`config.mk`:
```
export PLATFORM = sky130hd
export DESIGN_NAME = tcgr_cfg_regs
export DESIGN_NICKNAME = d
export VERILOG_FILES = /design/src/rtl/core/text_console_glyph_renderer_macros.svh /design/src/rtl/core/tcgr_pkg.sv /design/src/rtl/core/tcgr_cfg_regs.sv
export SDC_FILE = /design/constraint.sdc
export NUM_CORES = 1
export LEC_CHECK = 0
export BUFFER_PORTS_ARGS = -buffer_cell sky130_fd_sc_hd__buf_2
export CAP_MARGIN = 20
export CORE_UTILIZATION = 49
export CTS_BUF_LIST = sky130_fd_sc_hd__clkbuf_16
export DETAILED_ROUTE_END_ITERATION = 8
export PLACE_DENSITY_LB_ADDON = 0.2
export SYNTH_ARGS = -nofsm -noshare
export SYNTH_HDL_FRONTEND = slang
export SYNTH_SLANG_ARGS = --single-unit
```
`constraint.sdc`:
```
create_clock -name clk -period 1 [get_ports clk]
set_input_delay 0.1 -clock clk [delete_from_list [all_inputs] [get_ports clk]]
set_output_delay 0.1 -clock clk [all_outputs]
set_load 0.01 [all_outputs]
```
`src/rtl/core/text_console_glyph_renderer_macros.svh`:
```
// Assertion macros used by the text console glyph renderer engine.
// Define ASSERT_OFF to compile the checks out; relies on clk and rst in scope.
`ifndef TEXT_CONSOLE_GLYPH_RENDERER_MACROS_SVH
`define TEXT_CONSOLE_GLYPH_RENDERER_MACROS_SVH
`ifndef ASSERT_OFF
// Checked only outside reset.
`define TCGR_ASSERT(lbl, prop) \
  lbl: assert property (@(posedge clk) disable iff (rst) (prop)) else $error("tcgr check failed");
// Checked on every edge, reset included.
`define TCGR_ASSERT_ALWAYS(lbl, prop) \
  lbl: assert property (@(posedge clk) (prop)) else $error("tcgr check failed");
`else
`define TCGR_ASSERT(lbl, prop)
`define TCGR_ASSERT_ALWAYS(lbl, prop)
`endif
`endif

```
`src/rtl/core/tcgr_pkg.sv`:
```
// Shared types, constants and helpers for the text console glyph renderer.
// No dependencies.
package tcgr_pkg;

  localparam int GLYPH_HEIGHT = 16;
  localparam int FONT_ENTRIES = 256;
  localparam int FONT_SIZE    = FONT_ENTRIES * GLYPH_HEIGHT;
  localparam int FONT_AW      = $clog2(FONT_SIZE);
  localparam int LINE_W       = $clog2(GLYPH_HEIGHT);
  localparam int ROW_CNT_W    = $clog2(GLYPH_HEIGHT + 1);
  localparam int YPIX_W       = $clog2(256 * GLYPH_HEIGHT);

  localparam int CFG_IDX_W = 3;
  localparam int CFG_DW    = 14;

  localparam logic [CFG_IDX_W-1:0] CFG_ENABLED   = 3'd0;
  localparam logic [CFG_IDX_W-1:0] CFG_TEXT_ATTR = 3'd1;
  localparam logic [CFG_IDX_W-1:0] CFG_COLUMNS   = 3'd2;
  localparam logic [CFG_IDX_W-1:0] CFG_ROWS      = 3'd3;
  localparam logic [CFG_IDX_W-1:0] CFG_SCAN_PIX  = 3'd4;

  localparam logic [7:0] CH_BS    = 8'h08;
  localparam logic [7:0] CH_TAB   = 8'h09;
  localparam logic [7:0] CH_LF    = 8'h0A;
  localparam logic [7:0] CH_CR    = 8'h0D;
  localparam logic [7:0] CH_SPACE = 8'h20;

  localparam logic [31:0] ALPHA_OPAQUE = 32'hFF00_0000;

  typedef enum logic [1:0] {
    ACT_PUT_CHAR   = 2'd0,
    ACT_SET_CURSOR = 2'd1,
    ACT_CLEAR      = 2'd2,
    ACT_LOAD_FONT  = 2'd3
  } action_t;

  typedef enum logic [1:0] {
    KIND_GLYPH  = 2'd0,
    KIND_SCROLL = 2'd1,
    KIND_CLEAR  = 2'd2
  } kind_t;

  typedef struct packed {
    logic        enabled;
    logic [7:0]  text_attr;
    logic [9:0]  columns;
    logic [8:0]  rows;
    logic [13:0] scan_line_pixels;
  } cfg_t;

  typedef struct packed {
    logic               we;
    logic [FONT_AW-1:0] addr;
    logic [7:0]         data;
  } font_wr_t;

  typedef struct packed {
    logic               re;
    logic [FONT_AW-1:0] addr;
  } font_rd_t;

  // bit3 intensity picks 255 over 127, bits 2..0 enable R, G, B
  function automatic logic [31:0] nibble_color(input logic [3:0] nib);
    logic [7:0] level;
    level = nib[3] ? 8'd255 : 8'd127;
    return ALPHA_OPAQUE | {8'h00, (nib[2] ? level : 8'h00),
                           (nib[1] ? level : 8'h00), (nib[0] ? level : 8'h00)};
  endfunction

endpackage

```
`src/rtl/core/tcgr_cfg_regs.sv`:
```
// Configuration register file of the glyph renderer.
// Depends on tcgr_pkg for register indexes and the cfg_t bundle.
module tcgr_cfg_regs (
  input  logic                             clk,
  input  logic                             rst,
  input  logic                             cfg_valid,
  output logic                             cfg_ready,
  input  logic [tcgr_pkg::CFG_IDX_W-1:0]   cfg_index,
  input  logic [tcgr_pkg::CFG_DW-1:0]      cfg_data,
  output tcgr_pkg::cfg_t                   cfg
);
  import tcgr_pkg::*;

  assign cfg_ready = 1'b1;

  always_ff @(posedge clk) begin
    if (rst) begin
      cfg.enabled          <= 1'b0;
      cfg.text_attr        <= 8'd7;
      cfg.columns          <= 10'd80;
      cfg.rows             <= 9'd25;
      cfg.scan_line_pixels <= 14'd640;
    end else if (cfg_valid) begin
      case (cfg_index)
        CFG_ENABLED:   cfg.enabled          <= cfg_data[0];
        CFG_TEXT_ATTR: cfg.text_attr        <= cfg_data[7:0];
        CFG_COLUMNS:   cfg.columns          <= cfg_data[9:0];
        CFG_ROWS:      cfg.rows             <= cfg_data[8:0];
        CFG_SCAN_PIX:  cfg.scan_line_pixels <= cfg_data[13:0];
        default: ;
      endcase
    end
  end

endmodule

```
==> results of run 1 <==
-- layout make-up --
type | count | area (um2) | area share
Clock inverter | 3 | 41.3 | 0.0177
Sequential cell | 42 | 841 | 0.361
Tap cell | 46 | 57.6 | 0.0247
Multi-Input combinational cell | 115 | 872 | 0.375
Timing Repair Buffer | 69 | 390 | 0.168
Clock buffer | 5 | 125 | 0.0538
-- layout by cell type (no fill, tap or decap) --
cell type,n
nand4bb_1,3
bufinv_16,1
and4b_1,1
clkbuf_16,5
dfxtp_1,42
nand2b_1,46
clkinvlp_4,1
conb_1,1
buf_12,2
nor4b_1,1
mux2i_1,42
and4bb_1,2
inv_1,1
nor2_1,18
nand4b_2,1
buf_2,61
buf_4,6
-- kinds of logic after synthesis --
| kind of cell | Yosys count | share of synthesized area |
|---|---|---|
| mux | 42 | 0.234 |
| simple gates | 72 | 0.250 |
| flops | 42 | 0.469 |
| other cells | 1 | 0.00209 |
| buf+inv | 13 | 0.0447 |
-- stage by stage --
step	total power, W	instances	util	hold WS [ns]
after floorplan	0.00195	170	-	0.255
after global placement	0.00206	272	0.633	0.367
after detailed placement	0.00207	272	0.633	0.373
after CTS	0.00385	280	0.681	0.0836
after global routing	0.00394	280	0.681	0.109
final	0.00382	280	0.681	0.0852
-- power groups by stage --
stage                     registers (W)  clock network, W  logic, W
after global routing            0.00173           0.00188  0.000330
after floorplan                 0.00178                 0  0.000165
after global placement          0.00176                 0  0.000296
final                           0.00173           0.00179  0.000304
after detailed placement        0.00177                 0  0.000305
after CTS                       0.00173           0.00181  0.000305
-- routing by layer --
layer  track usage  vias to the layer above
li1              -                      684
met3        0.0493                        4
met5             0                        -
met2         0.346                       37
met4        0.0698                        0
met1         0.215                      626
-- path summary, 6_finish.rpt --
path	end	slack, ns	depth (start not counted)
max	cfg[17]	0.13	1
min reg2reg	cfg[11]	0.47	2
min	cfg[11]	0.09	3
max reg2reg	cfg[31]	0.37	2
==> flow_metrics.env, run 1 <==
export IMPL_viasPerCell=4.83
export IMPL_synth_seq_area_share=0.469
export IMPL_maxCapViolCount=0
export IMPL_crit_type="flip-flop to primary output"
export IMPL_fillers=300
export IMPL_synth_top_area_cell="dfxtp_1"
export IMPL_dieArea_um2=3910
export IMPL_placed_cell_area_um2=2160
export IMPL_rr_startpoint="cfg[31]"
export IMPL_critPathArrivalTime_ns=0.77
export IMPL_num_vias=1351
export IMPL_synth_common_cells="nand2b_1, dfxtp_1, mux2i_1, nor2_1"
export IMPL_swShare=0.207
export IMPL_postSynthAreaPerCell_um2=10.5
export IMPL_io_pins=63
export IMPL_clk_path_buf_depth=2
export IMPL_start_kind="flip-flop"
export IMPL_hold_violations=0
export IMPL_crit_family="flip-flops"
export IMPL_antenna_cells=0
export IMPL_fmax_ghz=1.15
export IMPL_setup_violations=0
export IMPL_row_count=21
export IMPL_setup_ws_ns=0.132
export IMPL_peakVddDrop_v=0.00115
export IMPL_yosys_area_top_type_share=0.469
export IMPL_die_w_um=62.5
export IMPL_post_place_ws_ns=0.0367
export IMPL_hold_buffers=0
export IMPL_cts_resized=0
export IMPL_switching_power_w=0.000792
export IMPL_yosysWarnings=0
export IMPL_highest_layer="met4"
export IMPL_drt_met1_wl_um=1680
export IMPL_fp_dieH_um=62.5
export IMPL_rsz0062_at_grt="false"
export IMPL_synthDistinctLibCells=14
export IMPL_synthCells=170
export IMPL_final_setup_tns_ns=0
export IMPL_core_um2=3420
export IMPL_grt_antenna_before_repair=0
export IMPL_worst_hold_path_type="input port to flip-flop"
export IMPL_grt_max_degree=65
export IMPL_status="completed"
export IMPL_grt_pass1_vias=1303
export IMPL_grt_pass1_wl_um=5880
export IMPL_numPortBuffers=61
export IMPL_post_route_period_util=0.868
export IMPL_areaGrowthSynthToFinish_pct=29.8
export IMPL_postCtsSetupRepairBufs=0
export IMPL_final_antenna_net_count=0
export IMPL_syn_area_um2=1790
export IMPL_routed_wl_met3_um=176
export IMPL_wl_um=3630
export IMPL_numCtsBuffers=5
export IMPL_synth_edf_count=0
export IMPL_max_flop_register="cfg"
export IMPL_drc=0
export IMPL_cp_required_ns=0.90
export IMPL_pwr_share_seq=0.452
export IMPL_synth_most_common_cell="nand2b_1"
export IMPL_clockPowerShare=0.468
export IMPL_drtPass1Iterations=4
export IMPL_grt_overflow=0
export IMPL_wl_per_cell_um=13.0
export IMPL_p_comb_frac=0.080
export IMPL_drtIter0Drc=50
export IMPL_grt_util_all_layers=0.192
export IMPL_num_nets_final=253
export IMPL_p_leak_nw=1.13
export IMPL_power_density_nw_per_um2=1640
export IMPL_finClkSkew_ns=0
export IMPL_fin_area_um2=2330
export IMPL_crit_chain="buf_2"
export IMPL_largest_reg_flops=42
export IMPL_path_buf_inv=1
export IMPL_drive_gt1_frac=0.329
export IMPL_worst_path_max_delay_cell="dfxtp_1"
export IMPL_cpPeakStageDelay_ns=0.35
export IMPL_root_buffer="clkbuf_16"
export IMPL_cp_end_kind="primary output"
export IMPL_fin_crit_ns=0.868
export IMPL_holdCritStartpoint="cfg_data[11]"
export IMPL_synth_seq_cells=42
export IMPL_synth_ff_type="dfxtp_1"
export IMPL_finalWeightedCongestion=0.780
export IMPL_synth_nets=190
export IMPL_top_regs="cfg (42)"
export IMPL_cts_sinks=42
export IMPL_clk_pin_slew_ns=0.06
export IMPL_cts_max_level=2
export IMPL_drv_slew=0
export IMPL_crit_path_max_fanout=2
export IMPL_synth_async_reset_ratio=0
export IMPL_ys_top_cells_by_area="dfxtp_1, mux2i_1, nand2b_1, nor2_1, nand4bb_1"
export IMPL_wl_met2_um=1740
export IMPL_cts_tree="done"
export IMPL_dp_hpwl_um=2680
export IMPL_initial_core_util=0.525
export IMPL_insertion_delay_ns=0.27
export IMPL_p_int_w=0.00303
export IMPL_crit_start="cfg[17]"
Note: power is estimated with default switching activity, not from simulation.
==> inputs of run 2 (changes only) <==
--- a/config.mk
+++ b/config.mk
@@ -7,7 +7,7 @@
 export LEC_CHECK = 0
 export BUFFER_PORTS_ARGS = -buffer_cell sky130_fd_sc_hd__buf_2
 export CAP_MARGIN = 20
-export CORE_UTILIZATION = 49
+export CORE_UTILIZATION = 40
 export CTS_BUF_LIST = sky130_fd_sc_hd__clkbuf_16
 export DETAILED_ROUTE_END_ITERATION = 8
 export PLACE_DENSITY_LB_ADDON = 0.2
==> run 2 against run 1 <==
Compared with the run above:
- clock-buffer cell count did not move
- total power fell by 6.8%
- sequential cell count did not move
- largest power group is now registers
- critical path type unchanged
- final cell count rose by 1.8%
==> flow_metrics.env, run 2 (synthesis results as in run 1) <==
export IMPL_final_antenna_net_count=0
export IMPL_fillers=391
export IMPL_drtIter0Drc=58
export IMPL_largest_reg_flops=42
export IMPL_cp_required_ns=0.90
export IMPL_cpPeakStageDelay_ns=0.35
export IMPL_p_comb_frac=0.087
export IMPL_clockPowerShare=0.427
export IMPL_hold_violations=0
export IMPL_drtPass1Iterations=4
export IMPL_power_density_nw_per_um2=1540
export IMPL_fp_dieH_um=69.0
export IMPL_grt_max_degree=36
export IMPL_p_int_w=0.00278
export IMPL_io_pins=63
export IMPL_path_buf_inv=1
export IMPL_layout_cells_most_common="buf_2"
export IMPL_peakVddDrop_v=0.000975
export IMPL_numCtsBuffers=5
export IMPL_core_um2=4140
export IMPL_pwr_share_seq=0.486
export IMPL_grt_pass1_vias=1145
export IMPL_final_cell_mix="buf_2, nand2b_1, mux2i_1, dfxtp_1, nor2_1"
export IMPL_crit_type="flip-flop to primary output"
export IMPL_top_regs="cfg (42)"
export IMPL_antenna_cells=0
export IMPL_post_route_period_util=0.869
export IMPL_hold_buffers=0
export IMPL_start_kind="flip-flop"
export IMPL_maxCapViolCount=0
export IMPL_num_nets_final=254
export IMPL_viasPerCell=4.68
export IMPL_max_flop_register="cfg"
export IMPL_post_place_ws_ns=-0.000502
export IMPL_root_buffer="clkbuf_16"
export IMPL_rsz0062_at_grt="false"
export IMPL_worst_path_max_delay_cell="dfxtp_1"
export IMPL_cts_sinks=42
export IMPL_area_sequential_um2=841
export IMPL_finClkSkew_ns=0
export IMPL_grt_util_all_layers=0.161
export IMPL_clk_path_buf_depth=2
export IMPL_swShare=0.221
export IMPL_status="completed"
export IMPL_row_count=23
export IMPL_drive_gt1_frac=0.332
export IMPL_clk_pin_slew_ns=0.06
export IMPL_fin_area_um2=2310
export IMPL_areaGrowthSynthToFinish_pct=29.1
export IMPL_wl_per_cell_um=12.8
export IMPL_drc=0
export IMPL_r2r_slack_ns=0.40
export IMPL_grt_pass1_wl_um=5380
export IMPL_setup_violations=0
export IMPL_fmax_ghz=1.15
export IMPL_critPathArrivalTime_ns=0.77
export IMPL_postCtsSetupRepairBufs=0
export IMPL_fin_crit_ns=0.869
export IMPL_wl_met2_um=1550
export IMPL_grt_overflow=0
export IMPL_switching_power_w=0.000786
export IMPL_cts_max_level=2
export IMPL_p_leak_nw=1.12
export IMPL_routed_wl_met3_um=192
export IMPL_crit_chain="buf_2"
export IMPL_worst_hold_path_type="input port to flip-flop"
export IMPL_cts_tree="done"
export IMPL_grt_antenna_before_repair=0
export IMPL_multiInputGateArea_um2=872
export IMPL_crit_family="flip-flops"
export IMPL_dp_hpwl_um=2650
export IMPL_cp_end_kind="primary output"
export IMPL_insertion_delay_ns=0.28
export IMPL_numPortBuffers=61
export IMPL_die_w_um=69.0
export IMPL_highest_layer="met4"
export IMPL_drv_slew=0
export IMPL_cts_resized=0
export IMPL_drt_met1_wl_um=1870
export IMPL_placed_cell_area_um2=2170
export IMPL_setup_ws_ns=0.131
export IMPL_initial_core_util=0.433
export IMPL_num_vias=1334
export IMPL_finalWeightedCongestion=0.677
export IMPL_wl_um=3650
export IMPL_crit_path_max_fanout=2
export IMPL_dieArea_um2=4750
-- run 2: cell count changes in the layout (fill, tap and decap cells not counted), sizes merged --
cell / previous run / this run
buf: 69 / 70
bufinv: 1 / 0
inv: 1 / 0
clkinv: 0 / 2
-- run 2: final timing paths --
path           startpoint       to  depth (start not counted)
max                cfg[6]   cfg[6]                          1
min          cfg_data[10]  cfg[10]                          3
max reg2reg       cfg[25]  cfg[25]                          2
min reg2reg       cfg[37]  cfg[37]                          2
-- run 2: metal layers --
layer  up-vias  track usage
li1        690            -
met1       601        0.230
met2        38        0.220
met3         5       0.0543
met4         0       0.0612
met5         -            0
-- run 2: metrics by stage --
stage          instances  total power [W]   util  setup TNS (ns)  hold slack [ns]
3_5_place_dp         277          0.00208  0.524       -0.000502            0.376
6_report             285          0.00356  0.559               0           0.0920
5_1_grt              285          0.00370  0.559               0           0.0891
4_1_cts              285          0.00361  0.559               0           0.0905
2_1_floorplan        170          0.00195      -               0            0.255
3_3_place_gp         277          0.00208  0.524               0            0.370
-- run 2: final cells by class --
| type | instances | share of cell area |
|---|---|---|
| multi-input cells | 115 | 0.377 |
| flip-flops and latches | 42 | 0.363 |
| repair buffers | 70 | 0.172 |
| clock buffers | 5 | 0.0541 |
| well taps | 50 | 0.0270 |
| clock inverters | 3 | 0.00703 |
-- run 2: worst register-to-register path: cells and delay by family, from the launching register on --
| family | cells | cell delay (ns) |
|---|---|---|
| simple gates | 1 | 0.07 |
| flops | 1 | 0.34 |
| mux | 1 | 0.12 |
-- run 2: power groups by stage --
stage / Sequential, W / Clock, W / Combinational [W]
6_report: 0.00173 / 0.00152 / 0.000310
3_3_place_gp: 0.00177 / 0 / 0.000310
5_1_grt: 0.00173 / 0.00163 / 0.000339
2_1_floorplan: 0.00178 / 0 / 0.000165
4_1_cts: 0.00173 / 0.00156 / 0.000313
3_5_place_dp: 0.00177 / 0 / 0.000311
